--- src/hw/rtl/lse_pkg.sv ---
// Shared types and codes for the LRU store with expiry.
`default_nettype none
package lse_pkg;

   // Operation codes carried by an input item
   typedef enum logic [2:0] {
      KIND_GET      = 3'd0,
      KIND_PUT      = 3'd1,
      KIND_REMOVE   = 3'd2,
      KIND_CONTAINS = 3'd3,
      KIND_TICK     = 3'd4,
      KIND_PURGE    = 3'd5,
      KIND_CLEAR    = 3'd6
   } kind_type;

   // Result status codes
   localparam logic [2:0] RSP_HIT       = 3'd0;
   localparam logic [2:0] RSP_ABSENT    = 3'd1;
   localparam logic [2:0] RSP_EXPIRED   = 3'd2;
   localparam logic [2:0] RSP_INSERTED  = 3'd3;
   localparam logic [2:0] RSP_UPDATED   = 3'd4;
   localparam logic [2:0] RSP_NOT_FOUND = 3'd5;

   // Configuration register indexes
   localparam logic CSR_DEFAULT_TTL    = 1'b0;
   localparam logic CSR_CAPACITY_LIMIT = 1'b1;

   localparam logic [4:0] CAP_LIMIT_RESET = 5'd16;

   // Datapath actions issued by the controller
   typedef enum logic [3:0] {
      EX_NONE,
      EX_NOP,
      EX_MISS,
      EX_GET_HIT,
      EX_DROP_EXPIRED,
      EX_CONTAINS_EXPIRED,
      EX_PUT_UPDATE,
      EX_PUT_INSERT,
      EX_REMOVE,
      EX_REMOVE_MISS,
      EX_TICK,
      EX_CLEAR,
      EX_PURGE
   } exec_op_type;

   typedef enum logic [2:0] {
      S_IDLE,
      S_LOOKUP,
      S_EXEC,
      S_PURGE,
      S_FINISH
   } ctrl_state_type;

   typedef struct packed {
      logic        load_req;
      logic        lookup;
      exec_op_type op;
      logic        load_rsp;
   } dp_cmd_type;

   typedef struct packed {
      logic [2:0] kind;
      logic       hit;
      logic       hit_expired;
      logic       purge_last;
   } dp_sts_type;

endpackage
`default_nettype wire

--- src/hw/rtl/lse_ctrl.sv ---
// Controller state machine for the LRU store with expiry.
`default_nettype none
module lse_ctrl
   import lse_pkg::*;
(
   input  wire logic       clock,
   input  wire logic       reset,
   input  wire logic       req_valid,
   output logic            req_stall,
   output logic            rsp_valid,
   input  wire logic       rsp_stall,
   input  wire dp_sts_type sts,
   output dp_cmd_type      cmd
);

   ctrl_state_type state_ff, state_in;
   logic           rsp_valid_ff, rsp_valid_in;
   logic           rsp_free;
   exec_op_type    exec_op;

   assign rsp_free = !rsp_valid_ff || !rsp_stall;

   // action for the looked-up item
   always_comb begin
      exec_op = EX_NOP;
      unique case (sts.kind)
         KIND_GET: begin
            if (!sts.hit)            exec_op = EX_MISS;
            else if (sts.hit_expired) exec_op = EX_DROP_EXPIRED;
            else                     exec_op = EX_GET_HIT;
         end
         KIND_PUT:    exec_op = sts.hit ? EX_PUT_UPDATE : EX_PUT_INSERT;
         KIND_REMOVE: exec_op = sts.hit ? EX_REMOVE : EX_REMOVE_MISS;
         KIND_CONTAINS: begin
            if (!sts.hit)            exec_op = EX_MISS;
            else if (sts.hit_expired) exec_op = EX_CONTAINS_EXPIRED;
            else                     exec_op = EX_NOP;
         end
         KIND_TICK:  exec_op = EX_TICK;
         KIND_CLEAR: exec_op = EX_CLEAR;
         default:    exec_op = EX_NOP;
      endcase
   end

   always_comb begin
      state_in = state_ff;
      unique case (state_ff)
         S_IDLE:   if (req_valid) state_in = S_LOOKUP;
         S_LOOKUP: state_in = S_EXEC;
         S_EXEC:   state_in = (sts.kind == KIND_PURGE) ? S_PURGE : S_FINISH;
         S_PURGE:  if (sts.purge_last) state_in = S_FINISH;
         S_FINISH: if (rsp_free) state_in = S_IDLE;
      endcase
   end

   always_comb begin
      cmd          = '0;
      cmd.op       = EX_NONE;
      req_stall    = 1'b1;
      rsp_valid_in = rsp_valid_ff && rsp_stall;
      unique case (state_ff)
         S_IDLE: begin
            req_stall    = 1'b0;
            cmd.load_req = req_valid;
         end
         S_LOOKUP: cmd.lookup = 1'b1;
         S_EXEC:   cmd.op = exec_op;
         S_PURGE:  cmd.op = EX_PURGE;
         S_FINISH: begin
            cmd.load_rsp = rsp_free;
            if (rsp_free) rsp_valid_in = 1'b1;
         end
      endcase
   end

   always_ff @(posedge clock) begin
      if (reset) begin
         state_ff     <= S_IDLE;
         rsp_valid_ff <= 1'b0;
      end else begin
         state_ff     <= state_in;
         rsp_valid_ff <= rsp_valid_in;
      end
   end

   assign rsp_valid = rsp_valid_ff;

endmodule
`default_nettype wire

--- src/hw/rtl/lse_dp.sv ---
// Datapath: entry cells, recency ranks, value memory and result registers.
`default_nettype none
module lse_dp
   import lse_pkg::*;
#(
   parameter int CAPACITY   = 16,
   parameter int KEY_BITS   = 32,
   parameter int VALUE_BITS = 64
) (
   input  wire logic                  clock,
   input  wire logic                  reset,
   input  wire dp_cmd_type            cmd,
   output dp_sts_type                 sts,
   input  wire logic [15:0]           default_ttl,
   input  wire logic [4:0]            capacity_limit,
   input  wire logic [2:0]            req_kind,
   input  wire logic [KEY_BITS-1:0]   req_lookup_key,
   input  wire logic [VALUE_BITS-1:0] req_write_value,
   input  wire logic [15:0]           req_ttl_seconds,
   output logic [2:0]                 rsp_status,
   output logic [VALUE_BITS-1:0]      rsp_read_value,
   output logic                       rsp_evicted,
   output logic [4:0]                 rsp_purged_count,
   output logic [4:0]                 rsp_occupancy
);

   localparam int IDX_W = (CAPACITY > 1) ? $clog2(CAPACITY) : 1;
   localparam int CNT_W = $clog2(CAPACITY + 1);
   localparam int CMP_W = (CNT_W > 5) ? CNT_W : 5;

   // latched request
   logic [2:0]            kind_ff;
   logic [KEY_BITS-1:0]   key_req_ff;
   logic [VALUE_BITS-1:0] val_req_ff;
   logic [15:0]           ttl_req_ff;

   // entry cells
   logic [CAPACITY-1:0]   valid_ff;
   logic [KEY_BITS-1:0]   key_ff    [CAPACITY];
   logic [31:0]           expiry_ff [CAPACITY];
   logic [CAPACITY-1:0]   has_exp_ff;
   logic [IDX_W-1:0]      rank_ff   [CAPACITY];
   logic [31:0]           time_ff;
   logic [CNT_W-1:0]      count_ff;

   // value memory
   logic [VALUE_BITS-1:0] val_mem [CAPACITY];
   logic [VALUE_BITS-1:0] rd_data_ff;

   // lookup results
   logic [CAPACITY-1:0]   hit_oh_ff, lru_oh_ff, free_oh_ff;
   logic                  hit_exp_ff, full_ff;

   // purge sweep and result staging
   logic [IDX_W-1:0]      purge_idx_ff;
   logic [CNT_W-1:0]      purged_ff;
   logic [2:0]            res_status_ff;
   logic                  res_evicted_ff, res_get_hit_ff;

   logic [2:0]            rsp_status_ff;
   logic [VALUE_BITS-1:0] rsp_value_ff;
   logic                  rsp_evicted_ff;
   logic [4:0]            rsp_purged_ff, rsp_occ_ff;

   logic [CAPACITY-1:0]   match_vec, expired_vec, lru_vec, free_vec;
   logic                  full, free_found;
   logic [IDX_W-1:0]      hit_idx, free_idx, hit_rank, last_rank;
   logic [15:0]           eff_ttl;
   logic [32:0]           exp_sum;
   logic [31:0]           exp_time;
   logic                  purge_hit;
   logic [IDX_W-1:0]      purge_rank;

   assign last_rank = IDX_W'(count_ff - CNT_W'(1));

   always_comb begin
      for (int i = 0; i < CAPACITY; i++) begin
         match_vec[i]   = valid_ff[i] && (key_ff[i] == key_req_ff);
         expired_vec[i] = has_exp_ff[i] && (time_ff >= expiry_ff[i]);
         lru_vec[i]     = valid_ff[i] && (rank_ff[i] == last_rank);
      end
   end

   // store full against the effective limit (0 acts as 1, clipped to CAPACITY)
   assign full = ((CMP_W'(count_ff) >= CMP_W'(capacity_limit)) && (count_ff != '0))
              || (count_ff == CNT_W'(CAPACITY));

   // lowest free slot, counting the slot an eviction would free
   always_comb begin
      free_vec   = '0;
      free_found = 1'b0;
      for (int i = 0; i < CAPACITY; i++) begin
         if (!free_found && (!valid_ff[i] || (full && lru_vec[i]))) begin
            free_vec[i] = 1'b1;
            free_found  = 1'b1;
         end
      end
   end

   always_comb begin
      hit_idx  = '0;
      free_idx = '0;
      hit_rank = '0;
      for (int i = 0; i < CAPACITY; i++) begin
         if (hit_oh_ff[i]) begin
            hit_idx  = hit_idx | IDX_W'(i);
            hit_rank = hit_rank | rank_ff[i];
         end
         if (free_oh_ff[i]) free_idx = free_idx | IDX_W'(i);
      end
   end

   assign eff_ttl  = (ttl_req_ff != 16'd0) ? ttl_req_ff : default_ttl;
   assign exp_sum  = {1'b0, time_ff} + 33'(eff_ttl);
   assign exp_time = exp_sum[32] ? '1 : exp_sum[31:0];

   assign purge_hit  = valid_ff[purge_idx_ff] && expired_vec[purge_idx_ff];
   assign purge_rank = rank_ff[purge_idx_ff];

   always_ff @(posedge clock) begin
      if (cmd.load_req) begin
         kind_ff    <= req_kind;
         key_req_ff <= req_lookup_key;
         val_req_ff <= req_write_value;
         ttl_req_ff <= req_ttl_seconds;
      end
      if (cmd.lookup) begin
         lru_oh_ff  <= lru_vec;
         free_oh_ff <= free_vec;
         full_ff    <= full;
      end
   end

   // control state: valid bits, time, count, sweep
   always_ff @(posedge clock) begin
      if (reset) begin
         valid_ff     <= '0;
         time_ff      <= '0;
         count_ff     <= '0;
         hit_oh_ff    <= '0;
         hit_exp_ff   <= 1'b0;
         purge_idx_ff <= '0;
         purged_ff    <= '0;
      end else begin
         if (cmd.load_req) begin
            purge_idx_ff <= '0;
            purged_ff    <= '0;
         end
         if (cmd.lookup) begin
            hit_oh_ff  <= match_vec;
            hit_exp_ff <= |(match_vec & expired_vec);
         end
         unique case (cmd.op)
            EX_DROP_EXPIRED, EX_REMOVE: begin
               valid_ff <= valid_ff & ~hit_oh_ff;
               count_ff <= count_ff - CNT_W'(1);
            end
            EX_PUT_INSERT: begin
               valid_ff <= (valid_ff & ~(full_ff ? lru_oh_ff : '0)) | free_oh_ff;
               if (!full_ff) count_ff <= count_ff + CNT_W'(1);
            end
            EX_TICK: if (time_ff != '1) time_ff <= time_ff + 32'd1;
            EX_CLEAR: begin
               valid_ff <= '0;
               count_ff <= '0;
            end
            EX_PURGE: begin
               purge_idx_ff <= purge_idx_ff + IDX_W'(1);
               if (purge_hit) begin
                  valid_ff[purge_idx_ff] <= 1'b0;
                  count_ff  <= count_ff - CNT_W'(1);
                  purged_ff <= purged_ff + CNT_W'(1);
               end
            end
            default: ;
         endcase
      end
   end

   // entry payload and recency ranks
   always_ff @(posedge clock) begin
      for (int i = 0; i < CAPACITY; i++) begin
         unique case (cmd.op)
            EX_GET_HIT, EX_PUT_UPDATE: begin
               if (hit_oh_ff[i]) rank_ff[i] <= '0;
               else if (valid_ff[i] && rank_ff[i] < hit_rank)
                  rank_ff[i] <= rank_ff[i] + IDX_W'(1);
               if (cmd.op == EX_PUT_UPDATE && hit_oh_ff[i]) begin
                  expiry_ff[i]  <= (eff_ttl != 16'd0) ? exp_time : 32'd0;
                  has_exp_ff[i] <= eff_ttl != 16'd0;
               end
            end
            EX_DROP_EXPIRED, EX_REMOVE: begin
               if (!hit_oh_ff[i] && valid_ff[i] && rank_ff[i] > hit_rank)
                  rank_ff[i] <= rank_ff[i] - IDX_W'(1);
            end
            EX_PUT_INSERT: begin
               if (free_oh_ff[i]) begin
                  rank_ff[i]    <= '0;
                  key_ff[i]     <= key_req_ff;
                  expiry_ff[i]  <= (eff_ttl != 16'd0) ? exp_time : 32'd0;
                  has_exp_ff[i] <= eff_ttl != 16'd0;
               end else if (valid_ff[i] && !(full_ff && lru_oh_ff[i])) begin
                  rank_ff[i] <= rank_ff[i] + IDX_W'(1);
               end
            end
            EX_PURGE: begin
               if (purge_hit && IDX_W'(i) != purge_idx_ff && valid_ff[i]
                   && rank_ff[i] > purge_rank)
                  rank_ff[i] <= rank_ff[i] - IDX_W'(1);
            end
            default: ;
         endcase
      end
   end

   // value memory: one write or one read per item
   always_ff @(posedge clock) begin
      if (cmd.op == EX_PUT_UPDATE) val_mem[hit_idx] <= val_req_ff;
      if (cmd.op == EX_PUT_INSERT) val_mem[free_idx] <= val_req_ff;
      if (cmd.op == EX_GET_HIT) rd_data_ff <= val_mem[hit_idx];
   end

   always_ff @(posedge clock) begin
      if (cmd.op != EX_NONE) begin
         res_evicted_ff <= (cmd.op == EX_PUT_INSERT) && full_ff;
         res_get_hit_ff <= cmd.op == EX_GET_HIT;
         unique case (cmd.op)
            EX_MISS:                              res_status_ff <= RSP_ABSENT;
            EX_DROP_EXPIRED, EX_CONTAINS_EXPIRED: res_status_ff <= RSP_EXPIRED;
            EX_PUT_UPDATE:                        res_status_ff <= RSP_UPDATED;
            EX_PUT_INSERT:                        res_status_ff <= RSP_INSERTED;
            EX_REMOVE_MISS:                       res_status_ff <= RSP_NOT_FOUND;
            default:                              res_status_ff <= RSP_HIT;
         endcase
      end
      if (cmd.load_rsp) begin
         rsp_status_ff  <= res_status_ff;
         rsp_value_ff   <= res_get_hit_ff ? rd_data_ff : '0;
         rsp_evicted_ff <= res_evicted_ff;
         rsp_purged_ff  <= 5'(purged_ff);
         rsp_occ_ff     <= 5'(count_ff);
      end
   end

   assign sts.kind        = kind_ff;
   assign sts.hit         = |hit_oh_ff;
   assign sts.hit_expired = hit_exp_ff;
   assign sts.purge_last  = purge_idx_ff == IDX_W'(CAPACITY - 1);

   assign rsp_status       = rsp_status_ff;
   assign rsp_read_value   = rsp_value_ff;
   assign rsp_evicted      = rsp_evicted_ff;
   assign rsp_purged_count = rsp_purged_ff;
   assign rsp_occupancy    = rsp_occ_ff;

endmodule
`default_nettype wire

--- src/hw/rtl/lru_store_with_expiry.sv ---
// Top level of the LRU key/value store with per-entry expiry.
// Usage:
//  - Input channel req_*: one item per operation (get, put, remove, contains,
//    tick, purge expired, clear). Taken when req_valid is high and req_stall
//    low. req_stall is high while an item is being worked on.
//  - Result channel rsp_*: exactly one item per input item, taken when
//    rsp_valid is high and rsp_stall low. The result sits in an output
//    register, so the next item can be taken while it waits.
//  - csr_*: write-only registers; default ttl and capacity limit. Write only
//    while the store is idle.
// Steps:
//  - Ordinary operations: key lookup, update, result load; a new item is
//    taken only once the result of the last one has been loaded.
//  - Purge sweeps every slot once, one per cycle, after the update step and
//    before the result load; a new item again waits for the result load.
// Reset: synchronous; empties the store, time to zero, default ttl 0 and
//  capacity limit 16. No clearing pass is needed.
// Stall: a result held by rsp_stall stays put; the next item may be taken and
//  looked up, then waits in the final step until the output register frees.
`default_nettype none
module lru_store_with_expiry
   import lse_pkg::*;
#(
   parameter int CAPACITY   = 16,
   parameter int KEY_BITS   = 32,
   parameter int VALUE_BITS = 64
) (
   input  wire logic                  clock,
   input  wire logic                  reset,
   input  wire logic                  req_valid,
   output logic                       req_stall,
   input  wire logic [2:0]            req_kind,
   input  wire logic [KEY_BITS-1:0]   req_lookup_key,
   input  wire logic [VALUE_BITS-1:0] req_write_value,
   input  wire logic [15:0]           req_ttl_seconds,
   output logic                       rsp_valid,
   input  wire logic                  rsp_stall,
   output logic [2:0]                 rsp_status,
   output logic [VALUE_BITS-1:0]      rsp_read_value,
   output logic                       rsp_evicted,
   output logic [4:0]                 rsp_purged_count,
   output logic [4:0]                 rsp_occupancy,
   input  wire logic                  csr_write_enable,
   input  wire logic                  csr_index,
   input  wire logic [15:0]           csr_write_data
);

   logic [15:0] default_ttl_ff;
   logic [4:0]  cap_limit_ff;
   dp_cmd_type  cmd;
   dp_sts_type  sts;

   // configuration registers
   always_ff @(posedge clock) begin
      if (reset) begin
         default_ttl_ff <= 16'd0;
         cap_limit_ff   <= CAP_LIMIT_RESET;
      end else if (csr_write_enable) begin
         unique case (csr_index)
            CSR_DEFAULT_TTL:    default_ttl_ff <= csr_write_data;
            CSR_CAPACITY_LIMIT: cap_limit_ff   <= csr_write_data[4:0];
         endcase
      end
   end

   lse_ctrl u_ctrl (
      .clock     (clock),
      .reset     (reset),
      .req_valid (req_valid),
      .req_stall (req_stall),
      .rsp_valid (rsp_valid),
      .rsp_stall (rsp_stall),
      .sts       (sts),
      .cmd       (cmd)
   );

   lse_dp #(
      .CAPACITY   (CAPACITY),
      .KEY_BITS   (KEY_BITS),
      .VALUE_BITS (VALUE_BITS)
   ) u_dp (
      .clock            (clock),
      .reset            (reset),
      .cmd              (cmd),
      .sts              (sts),
      .default_ttl      (default_ttl_ff),
      .capacity_limit   (cap_limit_ff),
      .req_kind         (req_kind),
      .req_lookup_key   (req_lookup_key),
      .req_write_value  (req_write_value),
      .req_ttl_seconds  (req_ttl_seconds),
      .rsp_status       (rsp_status),
      .rsp_read_value   (rsp_read_value),
      .rsp_evicted      (rsp_evicted),
      .rsp_purged_count (rsp_purged_count),
      .rsp_occupancy    (rsp_occupancy)
   );

   // an accepted item keeps the input closed for the next cycle
   a_busy_after_accept: assert property (@(posedge clock) disable iff (reset)
      (req_valid && !req_stall) |=> req_stall)
      else $error("input taken on consecutive cycles");

   // eviction only goes with an insertion
   a_evict_on_insert: assert property (@(posedge clock) disable iff (reset)
      (rsp_valid && rsp_evicted) |-> (rsp_status == RSP_INSERTED))
      else $error("eviction reported without insertion");

   // an expired hit needs a hit
   a_expired_is_hit: assert property (@(posedge clock) disable iff (reset)
      sts.hit_expired |-> sts.hit)
      else $error("expired flag without key match");

endmodule
`default_nettype wire

--- config.mk ---
export PLATFORM = sky130hd
export DESIGN_NAME = lru_store_with_expiry
export DESIGN_NICKNAME = d
export VERILOG_FILES = /design/src/hw/rtl/lse_pkg.sv /design/src/hw/rtl/lse_ctrl.sv /design/src/hw/rtl/lse_dp.sv /design/src/hw/rtl/lru_store_with_expiry.sv
export SDC_FILE = /design/constraint.sdc
export NUM_CORES = 2
export LEC_CHECK = 0
export BUFFER_PORTS_ARGS = -buffer_cell sky130_fd_sc_hd__clkbuf_2
export CORE_MARGIN = 2
export CORE_UTILIZATION = 30
export DETAILED_ROUTE_END_ITERATION = 16
export GPL_ROUTABILITY_DRIVEN = 0
export GPL_TIMING_DRIVEN = 0
export SLEW_MARGIN = 40
export SYNTH_ARGS = -nofsm -noshare
export SYNTH_HDL_FRONTEND = slang
export SYNTH_SLANG_ARGS = --single-unit
--- constraint.sdc ---
create_clock -name clock -period 12.5 [get_ports clock]
set_input_delay 2.5 -clock clock [delete_from_list [all_inputs] [get_ports clock]]
set_output_delay 2.5 -clock clock [all_outputs]
set_load 0.05 [all_outputs]
==> impl_metrics.json <==
{
  "global_route.peak_usage_layer": "met2",
  "clkSlewWorstSetupHoldPaths_ns": 0.06,
  "initial_antenna_violation_count": 23,
  "detail_route.vias_per_cell": 5.08,
  "fp-row-count": 228,
  "min_period_over_period_pct": 53.9,
  "yosys.area_share.simple_pct": 11.5,
  "number_of_setup_violations_in_the_final_report": 0,
  "main_combinational_cell_family_by_area_after_synthesis": "simple AND/OR/NAND/NOR gates",
  "synth-xor-area-share_pct": 4.75,
  "post_synthesis_register_bit_count": 2531,
  "syn-mean-instance-area_um2": 12.7,
  "initial_utilization_pct": 30.1,
  "grt_use_met3_pct": 2.85,
  "power.density_cell_area_mw_per_mm2": 144,
  "min_delay_path_depth": 0,
  "ctsHoldBuffers": 0,
  "timing.hold.ws_ns": 0.418,
  "synth_ff_type": "sky130_fd_sc_hd__edfxtp_1",
  "synth_mux_area_share_pct": 0.648,
  "cell_chain_critical_path": "nor4_1 -> and4_1 -> clkbuf_1 -> clkbuf_1 -> a21o_1 -> ha_1 -> a21oi_1 -> o21ai_0 -> and2_1 -> o211ai_1 -> a21oi_1 -> o311ai_0 -> a21oi_1 -> nand2_1 -> clkbuf_2 -> a21oi_4 -> buf_6",
  "maxSlewHeadroom_pct": 37.2,
  "family_of_cells_with_the_greatest_summed_delay_on_the_critical_path": "compound AO/OA/AOI/OAI gates",
  "global_route.usage.met1_pct": 23.8,
  "number_of_enable_flip_flop_cells_after_synthesis": 2423,
  "worstPathArrival_ns": 7.36,
  "placeableCoreArea_mm2": 0.386,
  "ff2ff_path_depth": 17,
  "clkLatencyLatePin_ns": 0.94,
  "average_routed_wire_per_standard_cell_um": 23.6,
  "crit_path_end_kind": "flop",
  "run_status": "finished clean",
  "die-height_um": 626,
  "synth_compound_gate_area_share_pct": 7.59,
  "vdd.ir_drop.worst_mv": 0.127,
  "gr-total-overflow": 0,
  "worstSetupPathType": "reg -> reg",
  "setup_repair_after_global_routing_missed_its_margin": "no",
  "timing.critical_path.required_ns": 13.11,
  "post_cts.repair.setup_buffers": 0,
  "postRouteWirelength_um": 359000,
  "total_count_of_max_transition_violations_in_the_final_report": 0,
  "drt_iter0_drc": 8446,
  "worst_clock_skew_ns": 0.0968,
  "num-nets-final": 10700,
  "cts_inserted_buffers": 286,
  "timing_worst_slew_pin_value_ns": 0.942,
  "finalCriticalPeriod_ns": 6.74,
  "detailed_place_hpwl_um": 254000,
  "timing.critical_path.depth": 17,
  "worst_path_most_repeated_cell": "sky130_fd_sc_hd__a21oi_1",
  "die-width_um": 626,
  "min-delay-path-class": "reg -> reg",
  "timing.critical_path.slowest_stage_cell": "sky130_fd_sc_hd__nand2_1",
  "synth_fa_ha_area_share_pct": 7.57,
  "synth.distinct_cells": 92,
  "number_of_input_and_output_port_buffers_inserted": 215,
  "cts_resized": 0,
  "crit_fanout": 10,
  "io-pin-count": 217,
  "clock_tree.buffer_depth": 4,
  "max_stage_delay_ns": 0.69,
  "timing.max_cap.violations": 0,
  "final_layout_size_suffix_gt1_share_pct": 10.9,
  "post_synth_inst_count": 9127,
  "grt_max_degree": 42,
  "cts_htree_levels": 5,
  "firstDrtPassIters": 7,
  "first_global_vias": 73300,
  "floorplan.die_area_mm2": 0.392,
  "mappedNetlistNets": 9966,
  "power_leakage_nw": 50.0,
  "flow.area_growth_from_synthesis_pct": 17.7,
  "clock-root-buffer": "sky130_fd_sc_hd__clkbuf_16",
  "crit_buf_inv": 4,
  "synth-warning-count": 0,
  "max_clock_freq_ghz": 0.148,
  "drcViolationCount": 0,
  "postSynth.asyncResetShare_pct": 0,
  "grt_first_pass_wirelength_um": 513000,
  "setup_tns_ns": 0,
  "seq_area_frac_synth_pct": 64.5,
  "hold_viol_final": 0,
  "clock_net_sink_count": 2531,
  "ant_nets": 0,
  "global_router_s_overall_resource_usage_pct": 17.8,
  "detailroute.via_count": 77500,
  "post_synth_instance_area_mm2": 0.116,
  "tritoncts_clock_tree": "built",
  "global_route.usage.met2_pct": 29.1,
  "setup.worst_path.start_class": "flop",
  "num-fill-cells": 37200
}
through the flow:
| step | area, um^2 | std cells | utilization [%] | worst slack, ns | power, mW |
|---|---|---|---|---|---|
| 2_1_floorplan | 116000 | 9127 | - | 5.76 | 10.9 |
| 3_3_place_gp | 124000 | 14500 | 32.1 | 0.934 | 11.6 |
| 3_5_place_dp | 128000 | 14700 | 33.2 | 5.85 | 11.7 |
| 4_1_cts | 137000 | 15200 | 35.4 | 5.79 | 19.7 |
| 5_1_grt | 137000 | 15200 | 35.5 | 5.34 | 20.2 |
| 6_report | 137000 | 15200 | 35.5 | 5.76 | 19.7 |
routing by layer:
metal  vias up  part of all wire (%)
met1     38600                    42
li1      35100                     -
met4         0                   4.0
met5         -                     0
met2      3205                    47
met3       636                   7.5
Yosys cell counts (all sizes together), types with 16 or more instances:
master | instances | share of area, %
nand2b | 62 | 0.33
nor2 | 217 | 0.70
nor4 | 96 | 0.53
o21ai | 179 | 0.77
a21o | 56 | 0.36
buf | 45 | 0.18
a221oi | 25 | 0.19
a21boi | 17 | 0.11
a311oi | 205 | 1.6
a2111oi | 16 | 0.12
xor2 | 192 | 1.5
ha | 701 | 7.5
o211ai | 32 | 0.21
mux2i | 19 | 0.16
a211oi | 39 | 0.26
o22ai | 25 | 0.13
mux4 | 23 | 0.45
clkbuf | 355 | 1.1
a31oi | 106 | 0.57
and2 | 80 | 0.43
nor2b | 74 | 0.40
nand2 | 1402 | 4.5
dfxtp | 108 | 1.9
inv | 649 | 2.1
nor3 | 69 | 0.31
nand4 | 206 | 1.1
o21a | 53 | 0.34
nand3 | 392 | 1.7
edfxtp | 2423 | 63
and4 | 24 | 0.18
a21oi | 408 | 1.8
o221ai | 32 | 0.25
and3 | 168 | 0.90
a41oi | 21 | 0.16
a22oi | 25 | 0.16
xnor2 | 429 | 3.2
worst paths after layout:
kind / slack (ns) / end / start
worst max-delay path: 5.76 / u_dp.expiry_ff[8][10]$_DFFE_PP_ / u_dp.ttl_req_ff[10]$_DFFE_PP_
worst min-delay path: 0.42 / u_dp.rsp_status[2]$_DFFE_PP_ / u_dp.res_status_ff[2]$_DFFE_PP_
worst max register to register: 5.76 / u_dp.expiry_ff[8][10]$_DFFE_PP_ / u_dp.ttl_req_ff[10]$_DFFE_PP_
worst min register to register: 0.42 / u_dp.rsp_status[2]$_DFFE_PP_ / u_dp.res_status_ff[2]$_DFFE_PP_
kinds of logic after synthesis:
kind of cell,Yosys count
adder cells (fa/ha/maj),702
XOR/XNOR,623
flip-flops,2531
buffers and inverters,1051
AO/OA/AOI/OAI,1320
AND/OR/NAND/NOR,2854
multiplexers,46
power breakdown:
| part | internal, mW | switching (mW) |
|---|---|---|
| Sequential | 9.72 | 0.301 |
| Combinational | 0.490 | 1.07 |
| Clock | 4.60 | 3.48 |
| Total | 14.8 | 4.85 |
layout make-up:
class / count / area, um^2 / share of cell area, %
Sequential cell: 2531 / 75000 / 54.8
Multi-Input combinational cell: 5545 / 38200 / 27.9
Clock buffer: 380 / 7650 / 5.60
Tap cell: 5175 / 6470 / 4.74
Timing Repair Buffer: 426 / 4190 / 3.06
Inverter: 651 / 2470 / 1.80
Buffer: 400 / 1630 / 1.20
Clock inverter: 128 / 1170 / 0.856
Antenna cell: 4 / 10.0 / 0.00732
layout by cell type, fill, tap and decap left out, types with 31 or more instances in the layout:
cell	Yosys	layout
sky130_fd_sc_hd__a211oi_1	38	33
sky130_fd_sc_hd__a21o_1	56	56
sky130_fd_sc_hd__a21oi_1	408	390
sky130_fd_sc_hd__a311oi_1	202	195
sky130_fd_sc_hd__a31oi_1	106	103
sky130_fd_sc_hd__and2_1	80	79
sky130_fd_sc_hd__and3_1	168	168
sky130_fd_sc_hd__buf_16	0	31
sky130_fd_sc_hd__buf_2	14	41
sky130_fd_sc_hd__buf_6	2	57
sky130_fd_sc_hd__buf_8	0	78
sky130_fd_sc_hd__clkbuf_1	355	387
sky130_fd_sc_hd__clkbuf_16	0	290
sky130_fd_sc_hd__clkbuf_2	0	268
sky130_fd_sc_hd__clkinv_1	2	58
sky130_fd_sc_hd__dfxtp_1	108	77
sky130_fd_sc_hd__dfxtp_2	0	31
sky130_fd_sc_hd__edfxtp_1	2423	2423
sky130_fd_sc_hd__ha_1	701	701
sky130_fd_sc_hd__inv_1	649	628
sky130_fd_sc_hd__nand2_1	1402	1388
sky130_fd_sc_hd__nand2b_1	62	62
sky130_fd_sc_hd__nand3_1	392	391
sky130_fd_sc_hd__nand4_1	206	206
sky130_fd_sc_hd__nor2_1	216	192
sky130_fd_sc_hd__nor2b_1	74	74
sky130_fd_sc_hd__nor3_1	67	65
sky130_fd_sc_hd__nor4_1	93	68
sky130_fd_sc_hd__o211ai_1	32	32
sky130_fd_sc_hd__o21a_1	53	52
sky130_fd_sc_hd__o21ai_0	178	175
sky130_fd_sc_hd__o221ai_1	31	31
sky130_fd_sc_hd__xnor2_1	427	427
sky130_fd_sc_hd__xor2_1	191	191
registers in the layout, summed over array words and instances (netlist names), 16 cells and up, named ones only:
register	cells
u_dp.rsp_read_value	64
u_dp.hit_oh_ff	16
u_dp.time_ff	32
u_dp.rank_ff	64
default_ttl_ff	16
u_dp.free_oh_ff	16
u_dp.rd_data_ff	64
u_dp.val_req_ff	64
u_dp.ttl_req_ff	16
u_dp.has_exp_ff	16
u_dp.expiry_ff	512
u_dp.lru_oh_ff	16
u_dp.val_mem	1024
u_dp.key_req_ff	32
u_dp.valid_ff	16
u_dp.key_ff	512
worst register-to-register path: cells and delay by family (launching register included):
| family | cells | cell delay (ns) |
|---|---|---|
| and+or+nand+nor | 4 | 1.72 |
| buffers and inverters | 4 | 1.96 |
| AOI/OAI and AO/OA | 8 | 2.03 |
| DFF | 1 | 0.51 |
| adders and majority gates | 1 | 0.26 |
Note: power is estimated with default switching activity, not from simulation.
